File: src/rtl/rmv_pkg.sv
package rmv_pkg;

  // Sample format and the extra fraction bits carried by the running mean.
  localparam int SAMPLE_W   = 32;
  localparam int FRAC_W     = 16;
  localparam int MEAN_XFRAC = 16;
  localparam int MEAN_W     = SAMPLE_W + MEAN_XFRAC;
  // Magnitude of a difference of two means, one bit wider than the mean.
  localparam int MAG_W      = MEAN_W + 1;
  localparam int PROD_W     = 2 * MAG_W;
  localparam int PROD_SHIFT = 2 * MEAN_XFRAC;
  localparam int CNT_W      = 32;
  localparam int SUM_W      = 64;
  localparam int ROOT_W     = SUM_W / 2;
  localparam int SQREM_W    = ROOT_W + 2;
  localparam int ITER_W     = 7;

  typedef logic signed [SAMPLE_W-1:0] sample_t;
  typedef logic signed [MEAN_W-1:0]   mean_t;
  typedef logic [MAG_W-1:0]           mag_t;
  typedef logic [CNT_W-1:0]           count_t;
  typedef logic [SUM_W-1:0]           sum_t;

endpackage

File: src/rtl/running_mean_variance_min_max.sv
// Running statistics of a stream of signed Q16.16 samples (Welford's method).
// Input channel: in_valid / in_ready with one sample per word. Result channel:
// out_valid / out_ready with one word per sample: the saturating count, the
// running mean, the minimum, the maximum and the population standard deviation.
// The block works on one sample at a time. After a word is accepted, in_ready
// stays low until the result word appears, and in_ready rises again in that
// same cycle. The work is done by serial arithmetic: a shared restoring
// divider retiring one quotient bit per cycle is used twice (49 steps for the
// mean update, 64 steps for the sum divided by the count), a shift-add
// multiplier takes 49 steps and the square root takes 32 steps of two bits
// each.
// The result register parts the two sides: a new sample is taken while the
// previous result still waits. If the receiver stalls for longer than one
// sample's work, the block holds the finished result internally and stays busy
// until the output register is free.
// A synchronous active-low reset clears the count, mean and sum, sets the
// minimum to the most positive and the maximum to the most negative value, and
// leaves the block idle with no result pending.
module running_mean_variance_min_max (
  input  logic                   clk,
  input  logic                   rst_n,
  input  logic                   in_valid,
  output logic                   in_ready,
  input  rmv_pkg::sample_t       in_sample,
  output logic                   out_valid,
  input  logic                   out_ready,
  output rmv_pkg::count_t        out_sample_count,
  output rmv_pkg::sample_t       out_mean_value,
  output rmv_pkg::sample_t       out_min_value,
  output rmv_pkg::sample_t       out_max_value,
  output logic [rmv_pkg::SAMPLE_W-1:0] out_std_dev
);
  import rmv_pkg::*;

  // Sequencer states.
  localparam logic [3:0] S_IDLE = 4'd0;
  localparam logic [3:0] S_DIV1 = 4'd1;  // delta magnitude divided by the count
  localparam logic [3:0] S_MEAN = 4'd2;  // apply the mean step
  localparam logic [3:0] S_MSET = 4'd3;  // second deviation, load the multiplier
  localparam logic [3:0] S_MUL  = 4'd4;  // shift-add product of the deviations
  localparam logic [3:0] S_ACC  = 4'd5;  // saturating add into the sum
  localparam logic [3:0] S_DIV2 = 4'd6;  // sum divided by the count
  localparam logic [3:0] S_SQRT = 4'd7;  // digit-by-digit square root
  localparam logic [3:0] S_OUT  = 4'd8;  // hand the word to the output register

  localparam logic [ITER_W-1:0] DIV1_LAST = ITER_W'(MAG_W - 1);
  localparam logic [ITER_W-1:0] MUL_LAST  = ITER_W'(MAG_W - 1);
  localparam logic [ITER_W-1:0] DIV2_LAST = ITER_W'(SUM_W - 1);
  localparam logic [ITER_W-1:0] SQRT_LAST = ITER_W'(ROOT_W - 1);

  logic [3:0]        state_r, state_nxt;
  logic [ITER_W-1:0] iter_r, iter_nxt;
  count_t            count_r, count_nxt;
  mean_t             mean_r, mean_nxt;
  sum_t              sq_r, sq_nxt;
  sample_t           min_r, min_nxt;
  sample_t           max_r, max_nxt;
  mean_t             sx_r, sx_nxt;
  logic              neg_r, neg_nxt;
  mag_t              mag_r, mag_nxt;
  // Shared shift register: dividend in, quotient out; then the radicand.
  sum_t              dq_r, dq_nxt;
  logic [SQREM_W-1:0] rem_r, rem_nxt;
  logic [ROOT_W-1:0] root_r, root_nxt;
  logic [MAG_W-1:0]  acc_r, acc_nxt;
  logic [MAG_W-1:0]  mpl_r, mpl_nxt;

  logic              out_valid_r, out_valid_nxt;
  count_t            ocount_r, ocount_nxt;
  sample_t           omean_r, omean_nxt;
  sample_t           omin_r, omin_nxt;
  sample_t           omax_r, omax_nxt;
  logic [SAMPLE_W-1:0] ostd_r, ostd_nxt;

  // Difference of a scaled sample and the mean, as sign and magnitude.
  mean_t             sx_in;
  logic [MAG_W-1:0]  diff_a;
  logic [MAG_W-1:0]  diff_b;
  logic              neg_b;
  mag_t              mag_a;
  mag_t              mag_b;

  // One restoring division step.
  logic [CNT_W:0]    div_sh;
  logic              div_ge;
  logic [CNT_W:0]    div_sub;

  // One multiplier step.
  logic [MAG_W:0]    mul_sum;

  // Saturating sum update.
  logic [PROD_W-1:0] prod;
  sum_t              inc;
  logic [SUM_W:0]    sq_add;
  sum_t              sq_new;

  // One square root step.
  logic [SQREM_W+1:0] sq_sh;
  logic [SQREM_W+1:0] sq_try;
  logic              sq_ge;
  logic [SQREM_W+1:0] sq_sub;

  assign in_ready = (state_r == S_IDLE);

  assign sx_in  = {in_sample, {MEAN_XFRAC{1'b0}}};
  assign diff_a = {sx_in[MEAN_W-1], sx_in} - {mean_r[MEAN_W-1], mean_r};
  assign mag_a  = diff_a[MAG_W-1] ? (~diff_a + MAG_W'(1)) : diff_a;
  assign diff_b = {sx_r[MEAN_W-1], sx_r} - {mean_r[MEAN_W-1], mean_r};
  assign neg_b  = diff_b[MAG_W-1];
  assign mag_b  = neg_b ? (~diff_b + MAG_W'(1)) : diff_b;

  assign div_sh  = {rem_r[CNT_W-1:0], dq_r[SUM_W-1]};
  assign div_ge  = (div_sh >= {1'b0, count_r});
  assign div_sub = div_sh - {1'b0, count_r};

  assign mul_sum = {1'b0, acc_r} + (mpl_r[0] ? {1'b0, mag_r} : {(MAG_W + 1){1'b0}});

  // Increment is the product shifted down, saturated to the sum's width.
  assign prod   = {acc_r, mpl_r};
  assign inc    = (prod[PROD_W-1:PROD_SHIFT+SUM_W] != '0) ? {SUM_W{1'b1}}
                                                          : prod[PROD_SHIFT +: SUM_W];
  assign sq_add = {1'b0, sq_r} + {1'b0, inc};
  assign sq_new = sq_add[SUM_W] ? {SUM_W{1'b1}} : sq_add[SUM_W-1:0];

  assign sq_sh  = {rem_r, dq_r[SUM_W-1:SUM_W-2]};
  assign sq_try = {{SQREM_W-ROOT_W{1'b0}}, root_r, 2'b01};
  assign sq_ge  = (sq_sh >= sq_try);
  assign sq_sub = sq_sh - sq_try;

  always_comb begin
    state_nxt     = state_r;
    iter_nxt      = iter_r;
    count_nxt     = count_r;
    mean_nxt      = mean_r;
    sq_nxt        = sq_r;
    min_nxt       = min_r;
    max_nxt       = max_r;
    sx_nxt        = sx_r;
    neg_nxt       = neg_r;
    mag_nxt       = mag_r;
    dq_nxt        = dq_r;
    rem_nxt       = rem_r;
    root_nxt      = root_r;
    acc_nxt       = acc_r;
    mpl_nxt       = mpl_r;
    out_valid_nxt = out_valid_r;
    ocount_nxt    = ocount_r;
    omean_nxt     = omean_r;
    omin_nxt      = omin_r;
    omax_nxt      = omax_r;
    ostd_nxt      = ostd_r;

    if (out_valid_r && out_ready) begin
      out_valid_nxt = 1'b0;
    end

    unique case (state_r)
      S_IDLE: begin
        if (in_valid) begin
          sx_nxt    = sx_in;
          count_nxt = (count_r == {CNT_W{1'b1}}) ? count_r : count_r + CNT_W'(1);
          if (in_sample < min_r) begin
            min_nxt = in_sample;
          end
          if (in_sample > max_r) begin
            max_nxt = in_sample;
          end
          neg_nxt   = diff_a[MAG_W-1];
          mag_nxt   = mag_a;
          // Dividend left-aligned so its top bit enters the divider first.
          dq_nxt    = {mag_a, {(SUM_W - MAG_W){1'b0}}};
          rem_nxt   = '0;
          iter_nxt  = '0;
          state_nxt = S_DIV1;
        end
      end
      S_DIV1, S_DIV2: begin
        rem_nxt  = {{(SQREM_W - CNT_W){1'b0}},
                    (div_ge ? div_sub[CNT_W-1:0] : div_sh[CNT_W-1:0])};
        dq_nxt   = {dq_r[SUM_W-2:0], div_ge};
        iter_nxt = iter_r + ITER_W'(1);
        if (state_r == S_DIV1 && iter_r == DIV1_LAST) begin
          state_nxt = S_MEAN;
        end else if (state_r == S_DIV2 && iter_r == DIV2_LAST) begin
          // The square root starts with an empty remainder and root.
          rem_nxt   = '0;
          root_nxt  = '0;
          iter_nxt  = '0;
          state_nxt = S_SQRT;
        end
      end
      S_MEAN: begin
        // The quotient never exceeds the delta, so the mean stays in range.
        mean_nxt  = neg_r ? mean_r - dq_r[MEAN_W-1:0] : mean_r + dq_r[MEAN_W-1:0];
        state_nxt = S_MSET;
      end
      S_MSET: begin
        // Deviations of opposite sign contribute nothing to the sum.
        acc_nxt   = '0;
        mpl_nxt   = (neg_b == neg_r) ? mag_b : '0;
        iter_nxt  = '0;
        state_nxt = S_MUL;
      end
      S_MUL: begin
        acc_nxt  = mul_sum[MAG_W:1];
        mpl_nxt  = {mul_sum[0], mpl_r[MAG_W-1:1]};
        iter_nxt = iter_r + ITER_W'(1);
        if (iter_r == MUL_LAST) begin
          state_nxt = S_ACC;
        end
      end
      S_ACC: begin
        sq_nxt    = sq_new;
        dq_nxt    = sq_new;
        rem_nxt   = '0;
        iter_nxt  = '0;
        state_nxt = S_DIV2;
      end
      S_SQRT: begin
        rem_nxt  = sq_ge ? sq_sub[SQREM_W-1:0] : sq_sh[SQREM_W-1:0];
        root_nxt = {root_r[ROOT_W-2:0], sq_ge};
        dq_nxt   = {dq_r[SUM_W-3:0], 2'b00};
        iter_nxt = iter_r + ITER_W'(1);
        if (iter_r == SQRT_LAST) begin
          state_nxt = S_OUT;
        end
      end
      S_OUT: begin
        if (!out_valid_r || out_ready) begin
          out_valid_nxt = 1'b1;
          ocount_nxt    = count_r;
          omean_nxt     = mean_r[MEAN_W-1:MEAN_XFRAC];
          omin_nxt      = min_r;
          omax_nxt      = max_r;
          ostd_nxt      = SAMPLE_W'(root_r);
          state_nxt     = S_IDLE;
        end
      end
      default: begin
        state_nxt = S_IDLE;
      end
    endcase
  end

  always_ff @(posedge clk) begin
    if (!rst_n) begin
      state_r     <= S_IDLE;
      out_valid_r <= 1'b0;
      count_r     <= '0;
      mean_r      <= '0;
      sq_r        <= '0;
      min_r       <= {1'b0, {(SAMPLE_W - 1){1'b1}}};
      max_r       <= {1'b1, {(SAMPLE_W - 1){1'b0}}};
    end else begin
      state_r     <= state_nxt;
      out_valid_r <= out_valid_nxt;
      count_r     <= count_nxt;
      mean_r      <= mean_nxt;
      sq_r        <= sq_nxt;
      min_r       <= min_nxt;
      max_r       <= max_nxt;
    end
  end

  always_ff @(posedge clk) begin
    iter_r   <= iter_nxt;
    sx_r     <= sx_nxt;
    neg_r    <= neg_nxt;
    mag_r    <= mag_nxt;
    dq_r     <= dq_nxt;
    rem_r    <= rem_nxt;
    root_r   <= root_nxt;
    acc_r    <= acc_nxt;
    mpl_r    <= mpl_nxt;
    ocount_r <= ocount_nxt;
    omean_r  <= omean_nxt;
    omin_r   <= omin_nxt;
    omax_r   <= omax_nxt;
    ostd_r   <= ostd_nxt;
  end

  assign out_valid        = out_valid_r;
  assign out_sample_count = ocount_r;
  assign out_mean_value   = omean_r;
  assign out_min_value    = omin_r;
  assign out_max_value    = omax_r;
  assign out_std_dev      = ostd_r;

endmodule
File: config.mk
export PLATFORM = sky130hd
export DESIGN_NAME = running_mean_variance_min_max
export DESIGN_NICKNAME = d
export VERILOG_FILES = /design/src/rtl/rmv_pkg.sv /design/src/rtl/running_mean_variance_min_max.sv
export SDC_FILE = /design/constraint.sdc
export NUM_CORES = 2
export LEC_CHECK = 0
export BUFFER_PORTS_ARGS = -buffer_cell sky130_fd_sc_hd__buf_4
export CAP_MARGIN = 30
export CELL_PAD_IN_SITES_DETAIL_PLACEMENT = 0
export CELL_PAD_IN_SITES_GLOBAL_PLACEMENT = 2
export CORE_MARGIN = 2
export CORE_UTILIZATION = 40
export DETAILED_ROUTE_END_ITERATION = 8
export PLACE_DENSITY = 0.86
export SLEW_MARGIN = 30
export SYNTH_ARGS = -nofsm -noshare
export SYNTH_HDL_FRONTEND = slang
export SYNTH_SLANG_ARGS = --single-unit
export TNS_END_PERCENT = 1
File: constraint.sdc
create_clock -name clk -period 11.1 [get_ports clk]
set_clock_uncertainty 0.05 [all_clocks]
set_input_delay 1.11 -clock clk [delete_from_list [all_inputs] [get_ports clk]]
set_output_delay 1.11 -clock clk [all_outputs]
set_load 0.1 [all_outputs]
After elaboration in Yosys (flattened, before gate mapping)
Index checks and enable logic that the tools add are counted.
- bitwise gates (word level): 3
- add/sub/neg operators: 12
- equal/unequal tests: 20
- mux-type cells: 34
- reduce and logical (&&, ||, !) cells: 23
- order comparisons: 4
- operator list (cell ; number):
    $pmux W64 S4 ; 1
    $mux W49 ; 4
    $pmux W49 S2 ; 2
    $mux W64 ; 3
    $mux W32 ; 5
    $pmux W34 S4 ; 1
    $add A49 B1 Y49 const B ; 2
    $not A49 Y49 ; 2
    $sub A48 B48 Y49 ; 2
    $mux W34 ; 2
    $add A64 B64 Y65 ; 1
    $pmux W32 S2 ; 1
    $add A49 B49 Y50 ; 1
    $add A48 B48 Y48 ; 1
    $mux W48 ; 1
    $sub A48 B48 Y48 ; 1
    $ge A36 B34 Y1 ; 1
    $sub A34 B34 Y34 ; 1
    $ge A33 B32 Y1 ; 1
    $add A32 B1 Y32 const B ; 1
    $eq A32 B32 Y1 const B ; 1
    $gt A32 B32 Y1 ; 1
    $lt A32 B32 Y1 ; 1
    $pmux W4 S8 ; 1
    26 further kinds ; 58
- bits in registers: 690
- input bits: 36
- output and inout bits: 162
- logic and storage cells: 117

Depth between registers and ports, before layout
- depth after elaboration: 6
- mapped depth: 24
- depth with buffers taken out: 24

Worst setup path after synthesis
No wires, ideal clock.
- path kind: input-to-reg
- start point: input out_ready
- end point: register omax_r[0] (netlist: out_max_value[0]), enable pin
- library setup time: 0.699 ns
- stages on the path: 2
- data arrival time: 8.263 ns
- required time: 10.351 ns
- path buffers: 0
- path slack: 2.088 ns
- cell sequence: nand2b_1 nor2b_1
- cells in the longest elaborated chain, start to end: 2
- ends and longest elaborated chain (item ; line ; source):
    from (decl) ; running_mean_variance_min_max.sv:26 ; input logic out_ready,
    $logic_or A1 B1 Y1 ; running_mean_variance_min_max.sv:229 ; if (!out_valid_r || out_ready) begin
    $reduce_and A2 Y1 (no source line) ; n/a ;
    to (signal assigned) ; running_mean_variance_min_max.sv:278 ; omax_r <= omax_nxt;
    to (decl) ; running_mean_variance_min_max.sv:72 ; sample_t omax_r, omax_nxt;
No other way between the ends.
A chain may end at the register's enable or synchronous reset.

Worst setup path after layout
- start point: register dq_r[0]
- end point: register mean_r[47]
- cells in the longest elaborated chain, start to end: 2
- elaborated cells between the ends (all ways): 3
- those cells by class: 2 x add/sub; 1 x mux
- ends and longest elaborated chain (item ; line ; source):
    from (decl) ; running_mean_variance_min_max.sv:62 ; sum_t dq_r, dq_nxt;
    from (signal assigned) ; running_mean_variance_min_max.sv:270 ; dq_r <= dq_nxt;
    $add A48 B48 Y48 / $sub A48 B48 Y48 (equally long branches) ; running_mean_variance_min_max.sv:194 ; mean_nxt = neg_r ? mean_r - dq_r[MEAN_W-1:0] : mean_r + dq_r[MEAN_W-1:0];
    $mux W48 * ; running_mean_variance_min_max.sv:194 ;
    to (signal assigned) ; running_mean_variance_min_max.sv:258 ; mean_r <= mean_nxt;
    to (decl) ; running_mean_variance_min_max.sv:54 ; mean_t mean_r, mean_nxt;
Mark *: on every way between the ends. The rest lies on a longest branch, timed or not.

==> impl_results.md <==
- Via-to-Cell Ratio: 5.758
- Leading cell type in the layout, fill and taps excluded: nor2_1
- Initial detailed-routing violation count: around 3500
- Commonest non-fill, non-tap cells in the layout: 515 x nor2_1, 477 x edfxtp_1, 419 x nand2_1
- FF-to-FF End: mean_r[47]$_SDFFE_PN0P_
- Clock transition at path regs: 60 ps
- Nets: 5835
- Post-synth ARST share: 0%
- Ys Warns: 0
- H-tree depth: 3
- Final WS setup: 4541 ps
- Crit-path max FO: 5
- Hold path startpoint: max_r[4]$_SDFFE_PN0P_
- Period utilization: 59.09%
- Die span in x: 350.2 um
- Std cell rows: 127
- Syn nets: 5759
- Port bufs: 197
- Starting density of the core: 40.17%
- Drt wl/cell: about 22 um
- CP Data Arrival Time: 7110 ps
- GRT overflow: 0
- End of the critical path: mean_r[47]$_SDFFE_PN0P_
- Register area share after synthesis: between 30% and 40%
- Fin cells: 7121
- Max_cap viols: 0
- CP Class: register to register
- CTS tree: built
- Estimated wirelength of the detail-placed design: 120500 um
- Hold path depth: 0
- Core Region: 0.1193 mm^2
- Pre-CTS setup slack: approximately 4600 ps
- Worst-Margin Slew: ~940 ps
- Share of cells above drive strength 1: 8.407%
- Remaining DRCs: 0
- First-pass GRT wire length: 240700 um
- Setup bufs post-CTS: 0
- Yosys cell types: roughly 100
- Cts hold-fix bufs: 0
- Setup TNS: 0 ps
- Post-Syn Area per Cell: 8.943 um^2
- Synth Flop Type: edfxtp_1
- Outcome: finished, final reports clean
- Worst r2r src: dq_r[0]$_DFFE_PP_
- Die height: 350.2 um
- Setup crit start kind: register
- Final hold vios: 0
- Post-synthesis instance area: 0.04794 mm^2
- Hold Slack: 375.1 ps
- Antenna viol nets, final: 0
- Routed vias: 41010
- Fmax: 0.1525 GHz
- Area delta synth->final: 12.30%
- Drt total wl: 160100 um
- Detailed Routing Iterations Pass 1: 5
- Reg2reg path depth: 24
- Total GRT Usage: 25.50%
- Max-Slew Margin vs Limit: 36.48%
- Root buf cell: clkbuf_16
- P per Cell Area: 343.6 mW/mm^2
- Number of synthesized flops with an enable pin: 477
- CTS Buffer Depth: 3
- Total power: between 0.015 and 0.02 W
- Leak: about 21 nW
- Cts repair resizes: 0
- CTS buffer count: slightly above 80
- Synth Instances: 5361
- Final setup violation count: 0
- Top Ports: slightly below 200
- Critical Path Start: dq_r[0]$_DFFE_PP_
- Insertion delay to the later sink of the worst-skew pair: about 700 ps
- Clock Sinks: 690
- VDD IR max: 217.9 uV
- Initial antenna violation count: 4
- RSZ-0062 raised after global routing: no
- Die area: 0.1226 mm^2
- Worst hold path class: register to register
- GPL Wtd Cong: roughly 0.93
- FF+latch count, synth: 690
- Fin crit period: 6559 ps
- Placed cell count: 6965
- Critical Path RT: 11650 ps
- Final Max Tran Viols: 0
- Largest net degree at the start of global routing: 78
- FF-to-FF setup slack: ~4500 ps
- Worst setup EP type: register
- Vias in the first global route: 38370
report_power, final:
| part | internal [W] | switching [W] |
|---|---|---|
| logic | 0.00402 | 0.00702 |
| clock network | 0.00171 | 0.00119 |
| registers | 0.00384 | 0.000720 |
area by class of cell:
class | instances | area, um^2
clock inverter | 49 | 576.8
fill | 11730 | 65500
sequential | 690 | 18590
tap | 1612 | 2017
antenna | 2 | 5.005
multi-input combinational | 4157 | 27520
inverter | 260 | 982.2
clock buffer | 105 | 2293
timing repair buffer | 246 | 1851
stage by stage:
stage               cell area (um^2)  util (%)
finish                         53840     45.11
global route                   53830     45.11
CTS                            53820     45.10
detailed placement             50950     42.69
global placement               50940     42.69
floorplan                      47940         -
worst max-delay path: stages (launching register included):
cell and delay [ps]:
edfxtp_1 470, inv_1 110, ha_1 170, nand2b_1 80, or4_1 470, nor3b_1 680
nand3b_1 240, nor2_1 230, nand2_1 80, nor2_1 300, nand2_1 150, nor2_1 310
a21oi_1 130, xnor2_1 180, ha_1 360, a21o_1 220, a21o_1 170, a21o_1 180
a21o_1 170, a211o_1 290, a2111oi_0 590, o41ai_1 200, xnor2_1 170, or3_1 320
a21oi_1 140
synth_stat cells (all sizes together) (132+ instances only):
cell    instances  area (um^2)
a21o          190         1426
a21oi         415         2077
clkbuf        236        888.4
dfxtp         213         4264
edfxtp        477        14320
ha            358         4479
inv           257        964.7
nand2         423         1588
nor2          518         1944
nor3          147        735.7
o21ai         314         1572
xnor2         272         2401
xor2          132         1156
metal layers:
layer	vias to the layer above	track usage (%)	part of all wire, %
met1	19720	38.48	49
met3	149	5.429	7.6
met5	-	0	0.0081
li1	19880	-	-
met4	2	5.929	1.7
met2	1251	36.80	42
worst min path at each step:
stage                                          to
floorplan             out_max_value[10]$_DFFE_PP_
global placement      out_min_value[22]$_DFFE_PP_
detailed placement  out_sample_count[6]$_DFFE_PP_
CTS                    out_max_value[4]$_DFFE_PP_
global route          out_min_value[18]$_DFFE_PP_
finish                 out_max_value[4]$_DFFE_PP_
state kept, by name (all words and copies together) (netlist names), 34 cells and up:
name	flops
mpl_r	49
rem_r	34
sq_r	64
dq_r	64
acc_r	49
mean_r	48
mag_r	49
cell families after synthesis:
group / Yosys count / synth area share (%)
xor gates and xnor gates: 404 / 7.420
adders and majority gates: 362 / 9.510
and+or+nand+nor: 1777 / 18.06
DFF: 690 / 38.77
buffers and inverters: 514 / 4.069
AOI/OAI and AO/OA: 1551 / 20.83
muxes: 63 / 1.339
No activity file was read; power rests on OpenSTA's default activity.
